[config.mk]
export PLATFORM = sky130hd
export DESIGN_NAME = x86_16bit_instruction_decoder
export DESIGN_NICKNAME = d
export VERILOG_FILES = /design/src/hw/rtl/xd_pkg.sv /design/src/hw/rtl/xd_front.sv /design/src/hw/rtl/xd_queue.sv /design/src/hw/rtl/xd_back.sv /design/src/hw/rtl/x86_16bit_instruction_decoder.sv
export SDC_FILE = /design/constraint.sdc
export NUM_CORES = 1
export LEC_CHECK = 0
export BUFFER_PORTS_ARGS = -buffer_cell sky130_fd_sc_hd__buf_2
export CELL_PAD_IN_SITES_DETAIL_PLACEMENT = 1
export CELL_PAD_IN_SITES_GLOBAL_PLACEMENT = 1
export CORE_ASPECT_RATIO = 0.9
export CORE_MARGIN = 2
export CORE_UTILIZATION = 32
export DETAILED_ROUTE_END_ITERATION = 10
export GPL_ROUTABILITY_DRIVEN = 1
export PLACE_DENSITY = 0.57
export SYNTH_ARGS = -nofsm -noshare
export SYNTH_HDL_FRONTEND = slang
export SYNTH_SLANG_ARGS = --single-unit
[constraint.sdc]
create_clock -name clk_i -period 6.6 [get_ports clk_i]
set_clock_uncertainty 0.05 [all_clocks]
set_input_delay 0.33 -clock clk_i [delete_from_list [all_inputs] [get_ports clk_i]]
set_output_delay 0.33 -clock clk_i [all_outputs]
set_load 0.1 [all_outputs]
[src/hw/rtl/xd_pkg.sv]
// xd_pkg: shared opcode patterns, field codes and the raw instruction record
// used by the front decoder, the record queue and the back field formatter.
// Depends on nothing.
package xd_pkg;

  localparam logic [7:0] OpcMovRm  = 8'b10001000;
  localparam logic [7:0] OpcAddRm  = 8'b00000000;
  localparam logic [7:0] MaskFc    = 8'b11111100;
  localparam logic [7:0] OpcMovIrm = 8'b11000110;
  localparam logic [7:0] OpcMovIr  = 8'b10110000;
  localparam logic [7:0] OpcSubRm  = 8'b00101000;
  localparam logic [7:0] OpcCmpRm  = 8'b00111000;
  localparam logic [7:0] OpcGrpIrm = 8'b10000000;
  localparam logic [7:0] OpcJcc    = 8'b01110000;
  localparam logic [7:0] MaskF0    = 8'b11110000;
  localparam logic [7:0] MaskFe    = 8'b11111110;

  localparam logic [2:0] SubAdd = 3'd0;
  localparam logic [2:0] SubSub = 3'd5;
  localparam logic [2:0] SubCmp = 3'd7;
  localparam logic [1:0] ModMem0 = 2'd0;
  localparam logic [1:0] ModMem8 = 2'd1;
  localparam logic [1:0] ModMem16 = 2'd2;
  localparam logic [2:0] RmDirect = 3'd6;

  localparam int unsigned QDepth = 2;

  typedef enum logic [1:0] {
    FORM_REG_RM  = 2'd0,
    FORM_IMM_REG = 2'd1,
    FORM_IMM_RM  = 2'd2,
    FORM_JUMP    = 2'd3
  } form_e;

  typedef enum logic [2:0] {
    OP_MOV   = 3'd0,
    OP_ADD   = 3'd1,
    OP_SUB   = 3'd2,
    OP_CMP   = 3'd3,
    OP_JCC   = 3'd4,
    OP_OTHER = 3'd5
  } op_e;

  typedef struct packed {
    logic  known;
    form_e form;
  } xd_class_t;

  typedef struct packed {
    logic [7:0]  opcode;
    logic [7:0]  modrm;
    logic [15:0] disp;
    logic [15:0] imm;
    logic [7:0]  jbyte;
  } xd_raw_t;

  function automatic xd_class_t xd_classify(input logic [7:0] op);
    xd_class_t c;
    c.known = 1'b1;
    c.form  = FORM_REG_RM;
    if ((op & MaskFc) == OpcMovRm || (op & MaskFc) == OpcAddRm ||
        (op & MaskFc) == OpcSubRm || (op & MaskFc) == OpcCmpRm) begin
      c.form = FORM_REG_RM;
    end else if ((op & MaskF0) == OpcMovIr) begin
      c.form = FORM_IMM_REG;
    end else if ((op & MaskFe) == OpcMovIrm || (op & MaskFc) == OpcGrpIrm) begin
      c.form = FORM_IMM_RM;
    end else if ((op & MaskF0) == OpcJcc) begin
      c.form = FORM_JUMP;
    end else begin
      c.known = 1'b0;
    end
    return c;
  endfunction

  // number of displacement bytes a modrm byte calls for
  function automatic logic [1:0] xd_disp_bytes(input logic [7:0] m);
    logic [1:0] n;
    n = 2'd0;
    if (m[7:6] == ModMem8) begin
      n = 2'd1;
    end else if (m[7:6] == ModMem16) begin
      n = 2'd2;
    end else if (m[7:6] == ModMem0 && m[2:0] == RmDirect) begin
      n = 2'd2;
    end
    return n;
  endfunction

  function automatic logic xd_imm_two(input logic [7:0] op);
    logic r;
    if ((op & MaskF0) == OpcMovIr) begin
      r = op[3];
    end else if ((op & MaskFe) == OpcMovIrm) begin
      r = op[0];
    end else begin
      r = op[0] & ~op[1];
    end
    return r;
  endfunction

  function automatic logic [15:0] xd_short_imm(input logic [7:0] op, input logic [7:0] lo);
    logic [15:0] r;
    r = {8'h00, lo};
    if ((op & MaskFc) == OpcGrpIrm && op[1:0] == 2'b11 && lo[7]) begin
      r = {8'hFF, lo};
    end
    return r;
  endfunction

endpackage

[src/hw/rtl/xd_front.sv]
// xd_front: byte-serial phase machine that collects opcode, modrm,
// displacement, immediate and jump offset bytes and emits one raw record per instruction.
// Depends on xd_pkg.
module xd_front (
  input  logic           clk_i,
  input  logic           rst_ni,
  input  logic           accept_i,
  input  logic [7:0]     code_byte_i,
  output logic           emit_o,
  output xd_pkg::xd_raw_t rec_o
);
  import xd_pkg::*;

  typedef enum logic [6:0] {
    PH_OPCODE = 7'b0000001,
    PH_MODRM  = 7'b0000010,
    PH_DISPLO = 7'b0000100,
    PH_DISPHI = 7'b0001000,
    PH_IMMLO  = 7'b0010000,
    PH_IMMHI  = 7'b0100000,
    PH_JUMP   = 7'b1000000
  } phase_e;

  phase_e      phase_q, phase_d;
  logic [7:0]  opcode_q, opcode_d;
  logic [7:0]  modrm_q, modrm_d;
  logic [15:0] disp_q, disp_d;
  logic [7:0]  imml_q, imml_d;
  logic [15:0] imm_v;
  logic [7:0]  jb_v;
  logic        emit;
  xd_class_t   held_cls, new_cls;

  assign held_cls = xd_classify(opcode_q);
  assign new_cls  = xd_classify(code_byte_i);

  always_comb begin
    phase_d  = phase_q;
    opcode_d = opcode_q;
    modrm_d  = modrm_q;
    disp_d   = disp_q;
    imml_d   = imml_q;
    imm_v    = 16'h0000;
    jb_v     = 8'h00;
    emit     = 1'b0;
    if (accept_i) begin
      unique case (phase_q)
        PH_MODRM: begin
          modrm_d = code_byte_i;
          if (xd_disp_bytes(code_byte_i) != 2'd0) begin
            phase_d = PH_DISPLO;
          end else if (held_cls.form == FORM_IMM_RM) begin
            phase_d = PH_IMMLO;
          end else begin
            phase_d = PH_OPCODE;
            emit    = 1'b1;
          end
        end
        PH_DISPLO: begin
          if (xd_disp_bytes(modrm_q) == 2'd1) begin
            disp_d = {{8{code_byte_i[7]}}, code_byte_i};
            if (held_cls.form == FORM_IMM_RM) begin
              phase_d = PH_IMMLO;
            end else begin
              phase_d = PH_OPCODE;
              emit    = 1'b1;
            end
          end else begin
            disp_d  = {8'h00, code_byte_i};
            phase_d = PH_DISPHI;
          end
        end
        PH_DISPHI: begin
          disp_d = {code_byte_i, disp_q[7:0]};
          if (held_cls.form == FORM_IMM_RM) begin
            phase_d = PH_IMMLO;
          end else begin
            phase_d = PH_OPCODE;
            emit    = 1'b1;
          end
        end
        PH_IMMLO: begin
          imml_d = code_byte_i;
          if (xd_imm_two(opcode_q)) begin
            phase_d = PH_IMMHI;
          end else begin
            phase_d = PH_OPCODE;
            emit    = 1'b1;
            imm_v   = xd_short_imm(opcode_q, code_byte_i);
          end
        end
        PH_IMMHI: begin
          phase_d = PH_OPCODE;
          emit    = 1'b1;
          imm_v   = {code_byte_i, imml_q};
        end
        PH_JUMP: begin
          phase_d = PH_OPCODE;
          emit    = 1'b1;
          jb_v    = code_byte_i;
        end
        default: begin
          phase_d = PH_OPCODE;
          if (new_cls.known) begin
            opcode_d = code_byte_i;
            modrm_d  = 8'h00;
            disp_d   = 16'h0000;
            imml_d   = 8'h00;
            if (new_cls.form == FORM_IMM_REG) begin
              phase_d = PH_IMMLO;
            end else if (new_cls.form == FORM_JUMP) begin
              phase_d = PH_JUMP;
            end else begin
              phase_d = PH_MODRM;
            end
          end
        end
      endcase
    end
  end

  always_ff @(posedge clk_i or negedge rst_ni) begin
    if (!rst_ni) begin
      phase_q  <= PH_OPCODE;
      opcode_q <= 8'h00;
      modrm_q  <= 8'h00;
      disp_q   <= 16'h0000;
      imml_q   <= 8'h00;
    end else begin
      phase_q  <= phase_d;
      opcode_q <= opcode_d;
      modrm_q  <= modrm_d;
      disp_q   <= disp_d;
      imml_q   <= imml_d;
    end
  end

  assign emit_o       = emit;
  assign rec_o.opcode = opcode_q;
  assign rec_o.modrm  = modrm_d;
  assign rec_o.disp   = disp_d;
  assign rec_o.imm    = imm_v;
  assign rec_o.jbyte  = jb_v;

endmodule

[src/hw/rtl/xd_queue.sv]
// xd_queue: short register queue of raw instruction records between the
// front decoder and the back formatter.
// Depends on xd_pkg.
module xd_queue #(
  parameter int unsigned Depth = xd_pkg::QDepth
) (
  input  logic            clk_i,
  input  logic            rst_ni,
  input  logic            push_i,
  input  xd_pkg::xd_raw_t data_i,
  output logic            full_o,
  input  logic            pop_i,
  output xd_pkg::xd_raw_t data_o,
  output logic            empty_o
);
  import xd_pkg::*;

  localparam int unsigned PtrW = $clog2(Depth);
  localparam int unsigned CntW = $clog2(Depth + 1);
  localparam logic [PtrW-1:0] LastPtr = PtrW'(Depth - 1);
  localparam logic [CntW-1:0] FullCnt = CntW'(Depth);

  xd_raw_t         mem_q [Depth];
  logic [PtrW-1:0] wr_q, wr_d, rd_q, rd_d;
  logic [CntW-1:0] cnt_q, cnt_d;
  logic            do_push, do_pop;

  assign full_o  = (cnt_q == FullCnt);
  assign empty_o = (cnt_q == '0);
  assign do_push = push_i & ~full_o;
  assign do_pop  = pop_i & ~empty_o;
  assign data_o  = mem_q[rd_q];

  always_comb begin
    wr_d  = wr_q;
    rd_d  = rd_q;
    cnt_d = cnt_q;
    if (do_push) begin
      wr_d = (wr_q == LastPtr) ? '0 : wr_q + 1'b1;
    end
    if (do_pop) begin
      rd_d = (rd_q == LastPtr) ? '0 : rd_q + 1'b1;
    end
    if (do_push && !do_pop) begin
      cnt_d = cnt_q + 1'b1;
    end else if (do_pop && !do_push) begin
      cnt_d = cnt_q - 1'b1;
    end
  end

  always_ff @(posedge clk_i or negedge rst_ni) begin
    if (!rst_ni) begin
      wr_q  <= '0;
      rd_q  <= '0;
      cnt_q <= '0;
    end else begin
      wr_q  <= wr_d;
      rd_q  <= rd_d;
      cnt_q <= cnt_d;
    end
  end

  always_ff @(posedge clk_i) begin
    if (do_push) begin
      mem_q[wr_q] <= data_i;
    end
  end

endmodule

[src/hw/rtl/xd_back.sv]
// xd_back: turns a raw instruction record into decoded result fields and
// holds them in the output register until popped.
// Depends on xd_pkg.
module xd_back (
  input  logic            clk_i,
  input  logic            rst_ni,
  input  logic            rec_valid_i,
  input  xd_pkg::xd_raw_t rec_i,
  output logic            rec_take_o,
  input  logic            pop_i,
  output logic            empty_o,
  output logic [2:0]      operation_o,
  output logic [1:0]      form_o,
  output logic            reg_is_destination_o,
  output logic            wide_o,
  output logic [2:0]      reg_field_o,
  output logic [1:0]      mode_field_o,
  output logic [2:0]      rm_field_o,
  output logic [15:0]     displacement_o,
  output logic [15:0]     immediate_o,
  output logic [3:0]      jump_condition_o,
  output logic signed [7:0] jump_offset_o
);
  import xd_pkg::*;

  logic        valid_q, valid_d, load;
  xd_class_t   cls;
  op_e         op_d;
  logic [2:0]  op_q;
  logic [1:0]  form_q;
  logic        dir_q, dir_d, wide_q, wide_d;
  logic [2:0]  reg_q, reg_d, rm_q, rm_d;
  logic [1:0]  mod_q, mod_d;
  logic [15:0] disp_q, disp_d, imm_q, imm_d;
  logic [3:0]  cond_q, cond_d;
  logic [7:0]  jofs_q, jofs_d;

  assign cls        = xd_classify(rec_i.opcode);
  assign load       = rec_valid_i & (~valid_q | pop_i);
  assign rec_take_o = load;

  always_comb begin
    op_d   = OP_MOV;
    dir_d  = 1'b0;
    wide_d = 1'b0;
    reg_d  = 3'd0;
    mod_d  = 2'd0;
    rm_d   = 3'd0;
    disp_d = 16'h0000;
    imm_d  = 16'h0000;
    cond_d = 4'd0;
    jofs_d = 8'h00;
    unique case (cls.form)
      FORM_REG_RM, FORM_IMM_RM: begin
        dir_d  = (cls.form == FORM_REG_RM) ? rec_i.opcode[1] : 1'b0;
        wide_d = rec_i.opcode[0];
        reg_d  = rec_i.modrm[5:3];
        mod_d  = rec_i.modrm[7:6];
        rm_d   = rec_i.modrm[2:0];
        disp_d = rec_i.disp;
        if (cls.form == FORM_REG_RM) begin
          if ((rec_i.opcode & MaskFc) == OpcMovRm) begin
            op_d = OP_MOV;
          end else if ((rec_i.opcode & MaskFc) == OpcSubRm) begin
            op_d = OP_SUB;
          end else if ((rec_i.opcode & MaskFc) == OpcCmpRm) begin
            op_d = OP_CMP;
          end else begin
            op_d = OP_ADD;
          end
        end else begin
          imm_d = rec_i.imm;
          if ((rec_i.opcode & MaskFe) == OpcMovIrm) begin
            op_d = OP_MOV;
          end else if (rec_i.modrm[5:3] == SubAdd) begin
            op_d = OP_ADD;
          end else if (rec_i.modrm[5:3] == SubSub) begin
            op_d = OP_SUB;
          end else if (rec_i.modrm[5:3] == SubCmp) begin
            op_d = OP_CMP;
          end else begin
            op_d = OP_OTHER;
          end
        end
      end
      FORM_IMM_REG: begin
        op_d   = OP_MOV;
        dir_d  = 1'b1;
        wide_d = rec_i.opcode[3];
        reg_d  = rec_i.opcode[2:0];
        imm_d  = rec_i.imm;
      end
      FORM_JUMP: begin
        op_d   = OP_JCC;
        cond_d = rec_i.opcode[3:0];
        jofs_d = rec_i.jbyte;
      end
      default: begin
        op_d = OP_MOV;
      end
    endcase
  end

  assign valid_d = load | (valid_q & ~pop_i);

  always_ff @(posedge clk_i or negedge rst_ni) begin
    if (!rst_ni) begin
      valid_q <= 1'b0;
    end else begin
      valid_q <= valid_d;
    end
  end

  always_ff @(posedge clk_i) begin
    if (load) begin
      op_q   <= op_d;
      form_q <= cls.form;
      dir_q  <= dir_d;
      wide_q <= wide_d;
      reg_q  <= reg_d;
      mod_q  <= mod_d;
      rm_q   <= rm_d;
      disp_q <= disp_d;
      imm_q  <= imm_d;
      cond_q <= cond_d;
      jofs_q <= jofs_d;
    end
  end

  assign empty_o              = ~valid_q;
  assign operation_o          = op_q;
  assign form_o               = form_q;
  assign reg_is_destination_o = dir_q;
  assign wide_o               = wide_q;
  assign reg_field_o          = reg_q;
  assign mode_field_o         = mod_q;
  assign rm_field_o           = rm_q;
  assign displacement_o       = disp_q;
  assign immediate_o          = imm_q;
  assign jump_condition_o     = cond_q;
  assign jump_offset_o        = signed'(jofs_q);

endmodule

[src/hw/rtl/x86_16bit_instruction_decoder.sv]
// x86_16bit_instruction_decoder: top level of the byte-serial 8086 subset
// decoder: front phase machine, record queue and back field formatter.
// Depends on xd_pkg, xd_front, xd_queue, xd_back.
//
//   channel  | handshake          | payload
//   ---------+--------------------+-------------------------------------------
//   input    | push / full        | code_byte_i
//   result   | empty / pop        | operation_o .. jump_offset_o
//
// one code byte accepted per cycle unless full is high; a result reaches the ports after the beat
// carrying the last byte of its instruction, via the queue write, then the output register load
// full rises only when the record queue is full, i.e. after results go unpopped
// reset clears the phase machine, the queue pointers and the output valid bit
module x86_16bit_instruction_decoder #(
  parameter int unsigned QueueDepth = xd_pkg::QDepth
) (
  input  logic              clk_i,
  input  logic              rst_ni,
  input  logic              push,
  output logic              full,
  input  logic [7:0]        code_byte_i,
  output logic              empty,
  input  logic              pop,
  output logic [2:0]        operation_o,
  output logic [1:0]        form_o,
  output logic              reg_is_destination_o,
  output logic              wide_o,
  output logic [2:0]        reg_field_o,
  output logic [1:0]        mode_field_o,
  output logic [2:0]        rm_field_o,
  output logic [15:0]       displacement_o,
  output logic [15:0]       immediate_o,
  output logic [3:0]        jump_condition_o,
  output logic signed [7:0] jump_offset_o
);
  import xd_pkg::*;

  logic    accept, emit, q_full, q_empty, q_pop;
  xd_raw_t front_rec, q_rec;

  assign full   = q_full;
  assign accept = push & ~q_full;

  xd_front u_front (
    .clk_i       (clk_i),
    .rst_ni      (rst_ni),
    .accept_i    (accept),
    .code_byte_i (code_byte_i),
    .emit_o      (emit),
    .rec_o       (front_rec)
  );

  xd_queue #(
    .Depth (QueueDepth)
  ) u_queue (
    .clk_i   (clk_i),
    .rst_ni  (rst_ni),
    .push_i  (emit),
    .data_i  (front_rec),
    .full_o  (q_full),
    .pop_i   (q_pop),
    .data_o  (q_rec),
    .empty_o (q_empty)
  );

  xd_back u_back (
    .clk_i                (clk_i),
    .rst_ni               (rst_ni),
    .rec_valid_i          (~q_empty),
    .rec_i                (q_rec),
    .rec_take_o           (q_pop),
    .pop_i                (pop),
    .empty_o              (empty),
    .operation_o          (operation_o),
    .form_o               (form_o),
    .reg_is_destination_o (reg_is_destination_o),
    .wide_o               (wide_o),
    .reg_field_o          (reg_field_o),
    .mode_field_o         (mode_field_o),
    .rm_field_o           (rm_field_o),
    .displacement_o       (displacement_o),
    .immediate_o          (immediate_o),
    .jump_condition_o     (jump_condition_o),
    .jump_offset_o        (jump_offset_o)
  );

  a_no_emit_when_full : assert property (@(posedge clk_i) disable iff (!rst_ni)
    !(emit && q_full))
    else $error("front emitted a record into a full queue");

  a_back_loads : assert property (@(posedge clk_i) disable iff (!rst_ni)
    (!q_empty && empty) |=> !empty)
    else $error("waiting record not loaded into empty output register");

  a_jump_fields : assert property (@(posedge clk_i) disable iff (!rst_ni)
    (!empty && form_o == FORM_JUMP) |->
      (displacement_o == 16'h0000 && immediate_o == 16'h0000 && mode_field_o == 2'd0))
    else $error("jump result carries operand fields");

  a_imm_reg_fields : assert property (@(posedge clk_i) disable iff (!rst_ni)
    (!empty && form_o == FORM_IMM_REG) |->
      (reg_is_destination_o && rm_field_o == 3'd0 && jump_offset_o == 8'sd0))
    else $error("immediate-to-register result malformed");

endmodule

==> impl_metrics.env <==
export IMPL_global_route_wire_length_before_repair_um=33200
export IMPL_ys_async_sr_fraction_pct=23.3
export IMPL_yosys_area_share_simple_pct=9.65
export IMPL_critical_path_max_stage_delay_ns=0.66
export IMPL_grtUsageTotal_pct=14.4
export IMPL_vias=5303
export IMPL_irDropWorstVdd_v=0.000231
export IMPL_synth_cell_type_count=69
export IMPL_synth_area_mm2=0.00905
export IMPL_switching_power_summed_over_all_nets_mw=2.46
export IMPL_max_cap_violations=0
export IMPL_syn_area_per_cell_um2=14.8
export IMPL_tightest_slew_ns=1.21
export IMPL_standby_leakage_power_nw=4.06
export IMPL_port_buffer_count=72
export IMPL_synth_edff_count=171
export IMPL_status="finished, final reports clean"
export IMPL_initial_core_util_pct=32.5
export IMPL_internal_power_mw=3.19
export IMPL_share_of_cells_above_drive_strength_1_pct=19.6
export IMPL_place_hpwl_um=13200
export IMPL_synth_top_cell_area_share_pct=56.7
export IMPL_rsz0062_at_grt="no"
export IMPL_critPathSlowestCell="sky130_fd_sc_hd__or4_4"
export IMPL_grt_start_max_net_pins=53
export IMPL_switching_share_pct=43.5
export IMPL_core_mm2=0.0279
export IMPL_p_per_area_mw_per_mm2=534
export IMPL_synthTopCellsByArea="sky130_fd_sc_hd__edfxtp_1 57%, sky130_fd_sc_hd__dfrtp_1 14%, sky130_fd_sc_hd__mux2i_1 5.9%, sky130_fd_sc_hd__nor2_1 3.1%, sky130_fd_sc_hd__a22o_1 2.3%"
export IMPL_ctsRootBufferMaster="sky130_fd_sc_hd__clkbuf_16"
export IMPL_post_cts_resized_instances=0
export IMPL_final_period_minus_worst_setup_slack_ns=3.75
export IMPL_count_of_routing_violations_after_the_opening_detailed_route_iteration=244
export IMPL_holdCritPathClass="in2reg"
export IMPL_nets=694
export IMPL_placement_rows=58
export IMPL_top_level_port_count=73
export IMPL_placer_s_final_routability_congestion_estimate=0.815
export IMPL_required_ns=6.70
export IMPL_finalWorstSetupSlack_ns=2.85
export IMPL_period_share_pct=56.7
export IMPL_routed_wl_um=21100
export IMPL_flow_area_growth_from_synthesis_pct=16.8
export IMPL_timing_critical_path_cells="or4_4 > nor4b_4 > o21ai_0 > a31oi_2 > nor2b_4 > buf_4"
export IMPL_global_route_peak_usage_layer="met2"
export IMPL_via_per_inst=5.00
export IMPL_endpoint_kind="register"
export IMPL_synth_area_mux_share_pct=7.40
export IMPL_tns_ns=0
export IMPL_final_hold_violations=0
export IMPL_drtPass1Iterations=4
export IMPL_groute_layer_met2_usage_pct=23.9
export IMPL_tritoncts_clock_tree="built"
export IMPL_max_slew_margin_rel_pct=19.4
export IMPL_timing_max_transition_violations_final=0
export IMPL_grt_antenna_before_repair=0
export IMPL_hold_worst_slack_ns=0.0435
export IMPL_syn_instance_count=611
export IMPL_first_global_vias=5754
export IMPL_fp_dieH_um=164
export IMPL_largest_family_of_logic_cells_by_synthesized_area="simple AND/OR/NAND/NOR gates"
export IMPL_worst_endpoint_arrival_ns=3.85
export IMPL_synth_area_leader_cell="sky130_fd_sc_hd__edfxtp_1"
export IMPL_ys_seq_area_share_pct=71.1
export IMPL_report_power_total_mw=5.65
export IMPL_drtAntennaViolNets=0
export IMPL_synth_top_flop_cell="sky130_fd_sc_hd__edfxtp_1"
export IMPL_post_synth_fa_ha_maj_area_fraction_pct=0.138
export IMPL_postSynthRegisterBits=223
export IMPL_worst_skew_pair_late_latency_ns=0.52
export IMPL_die_w_um=181
export IMPL_dp_slack_ns=2.83
export IMPL_power_share_sequential_pct=37.5
export IMPL_worstSetupStartpointType="register"
export IMPL_timing_setup_critical_path_class="reg2reg"
export IMPL_ctsHtreeMaxLevel=1
export IMPL_grt_remaining_overflow=0
export IMPL_setup_violations=0
export IMPL_grtUsageMet3_pct=2.68
export IMPL_p_clk_share_pct=23.9
export IMPL_cts_made_buffers=26
export IMPL_routedWlPerCell_um=19.9
export IMPL_clock_fmax_mhz=267
export IMPL_fraction_of_the_mapped_netlist_area_in_compound_gates_pct=8.59
export IMPL_synth_fp_nets=624
export IMPL_synth_yosys_warnings=0
export IMPL_num_antenna_cells=0
export IMPL_numClockSinks=223
export IMPL_power_combinational_fraction_pct=38.5
export IMPL_clk_pin_slew_worst_paths_ns=0.06
export IMPL_die_area_mm2=0.0296
export IMPL_worst_path_max_fanout=36
export IMPL_synthXorXnorAreaFrac_pct=1.06
export IMPL_met1_usage_pct=19.5
export IMPL_cts_max_path_buffers=3
export IMPL_post_route_drc_count=0
power groups by stage:
stage | Clock [mW] | Sequential, mW | Combinational (mW)
after floorplan | 0 | 3.15 | 0.779
after global placement | 0 | 2.13 | 2.18
after detailed placement | 0 | 2.15 | 2.20
after CTS | 1.40 | 2.12 | 2.20
after global routing | 1.45 | 2.16 | 2.30
final | 1.35 | 2.12 | 2.18
sequential cells by signal, summed over array words and instances (netlist names):
signal and flops:
u_back.form_o 2, u_queue.wr_q 1, u_back.immediate_o 16, u_front.phase_q 7
u_back.reg_field_o 3, u_queue.rd_q 1, u_front.opcode_q 8, u_front.modrm_q 8
u_back.valid_q 1, u_back.wide_o 1, u_back.jump_offset_o 8, u_back.reg_is_destination_o 1
u_queue.cnt_q 2, u_queue.mem_q 112, u_back.jump_condition_o 4, u_back.operation_o 3
u_back.rm_field_o 3, u_front.disp_q 16, u_back.displacement_o 16, u_front.imml_q 8
u_back.mode_field_o 2
critical path, delay by kind of cell, from the launching register on:
family / cells / cell delay [ns]
and+or+nand+nor: 3 / 1.66
buffers and inverters: 1 / 0.58
DFF: 1 / 0.55
AOI/OAI and AO/OA: 2 / 0.50
path summary, 6_finish.rpt:
| path | slack, ns | to | cells after the start | start |
|---|---|---|---|---|
| hold reg to reg | 0.45 | u_front.imml_q[7] | 1 | u_front.imml_q[7] |
| hold / removal | 0.04 | u_back.valid_q | 3 | pop |
| max in group asynchronous | 5.49 | u_queue.rd_q | 3 | rst_ni |
| setup reg to reg | 2.85 | u_queue.mem_q[0][31] | 6 | u_front.phase_q[1] |
| setup / recovery | 2.85 | u_queue.mem_q[0][31] | 6 | u_front.phase_q[1] |
| min in group asynchronous | 0.43 | u_front.disp_q[5] | 3 | rst_ni |
placed cells by master (no fill, tap or decap), drive strengths merged, types with 7 or more instances in the layout:
| cell | instances |
|---|---|
| a21oi | 21 |
| mux2i | 53 |
| a22o | 24 |
| buf | 77 |
| edfxtp | 171 |
| inv | 8 |
| o2bb2ai | 9 |
| nor2 | 76 |
| clkbuf | 38 |
| nand2 | 25 |
| dfrtp | 51 |
| and2 | 10 |
| clkinv | 7 |
| a22oi | 8 |
| nor4b | 7 |
| mux2 | 10 |
| o21ai | 10 |
| nor3 | 9 |
cells in the mapped netlist (4+ instances only):
library cell / count
sky130_fd_sc_hd__and2_1: 10
sky130_fd_sc_hd__dfrtp_1: 51
sky130_fd_sc_hd__inv_1: 8
sky130_fd_sc_hd__nand2b_1: 5
sky130_fd_sc_hd__nand3b_1: 4
sky130_fd_sc_hd__a22o_1: 24
sky130_fd_sc_hd__nor3_1: 8
sky130_fd_sc_hd__buf_2: 6
sky130_fd_sc_hd__nand2_1: 25
sky130_fd_sc_hd__o21ai_0: 8
sky130_fd_sc_hd__clkbuf_1: 24
sky130_fd_sc_hd__nor2_1: 75
sky130_fd_sc_hd__o22ai_1: 5
sky130_fd_sc_hd__xnor2_1: 6
sky130_fd_sc_hd__a21oi_1: 21
sky130_fd_sc_hd__and3_1: 6
sky130_fd_sc_hd__a22oi_1: 8
sky130_fd_sc_hd__a31oi_1: 4
sky130_fd_sc_hd__nor4b_1: 4
sky130_fd_sc_hd__xor2_1: 5
sky130_fd_sc_hd__o2bb2ai_1: 9
sky130_fd_sc_hd__buf_1: 4
sky130_fd_sc_hd__edfxtp_1: 171
sky130_fd_sc_hd__o211ai_1: 6
sky130_fd_sc_hd__mux2_4: 7
sky130_fd_sc_hd__mux2i_1: 53
routing by layer:
| metal | routed length [um] | share of wire (%) | up-vias |
|---|---|---|---|
| li1 | - | - | 2450 |
| met1 | 9880 | 47 | 2707 |
| met2 | 9930 | 47 | 111 |
| met3 | 897 | 4.3 | 35 |
| met4 | 365 | 1.7 | 0 |
| met5 | 0 | 0 | - |
cells by family (layout without fill, tap and decap cells):
kind of cell | after synthesis | after routing
and+or+nand+nor | 164 | 164
AOI/OAI and AO/OA | 105 | 105
xor gates and xnor gates | 11 | 11
DFF | 223 | 223
buffers and inverters | 44 | 133
muxes | 63 | 63
adders and majority gates | 1 | 1
per-stage QoR:
| stage | area [um2] | util (%) | cells |
|---|---|---|---|
| 2_1_floorplan | 9050 | - | 611 |
| 3_3_place_gp | 9750 | 35.0 | 1012 |
| 3_5_place_dp | 9750 | 35.0 | 1012 |
| 4_1_cts | 10600 | 37.9 | 1060 |
| 5_1_grt | 10600 | 37.9 | 1060 |
| 6_report | 10600 | 37.9 | 1060 |
layout make-up:
cell class	count	area (um2)
multi-input cells	344	2440
clock buffers	38	737
clock inverters	9	71.3
inverters	8	30.0
fillers	2891	17300
well taps	360	450
repair buffers	78	408
flip-flops and latches	223	6440
repair_timing:
item | in CTS | in global routing
buffers inserted | 0 | 0
hold endpoints to repair | 51 | 0
hold buffers | 1 | 0
No activity file was read; power rests on OpenSTA's default activity.
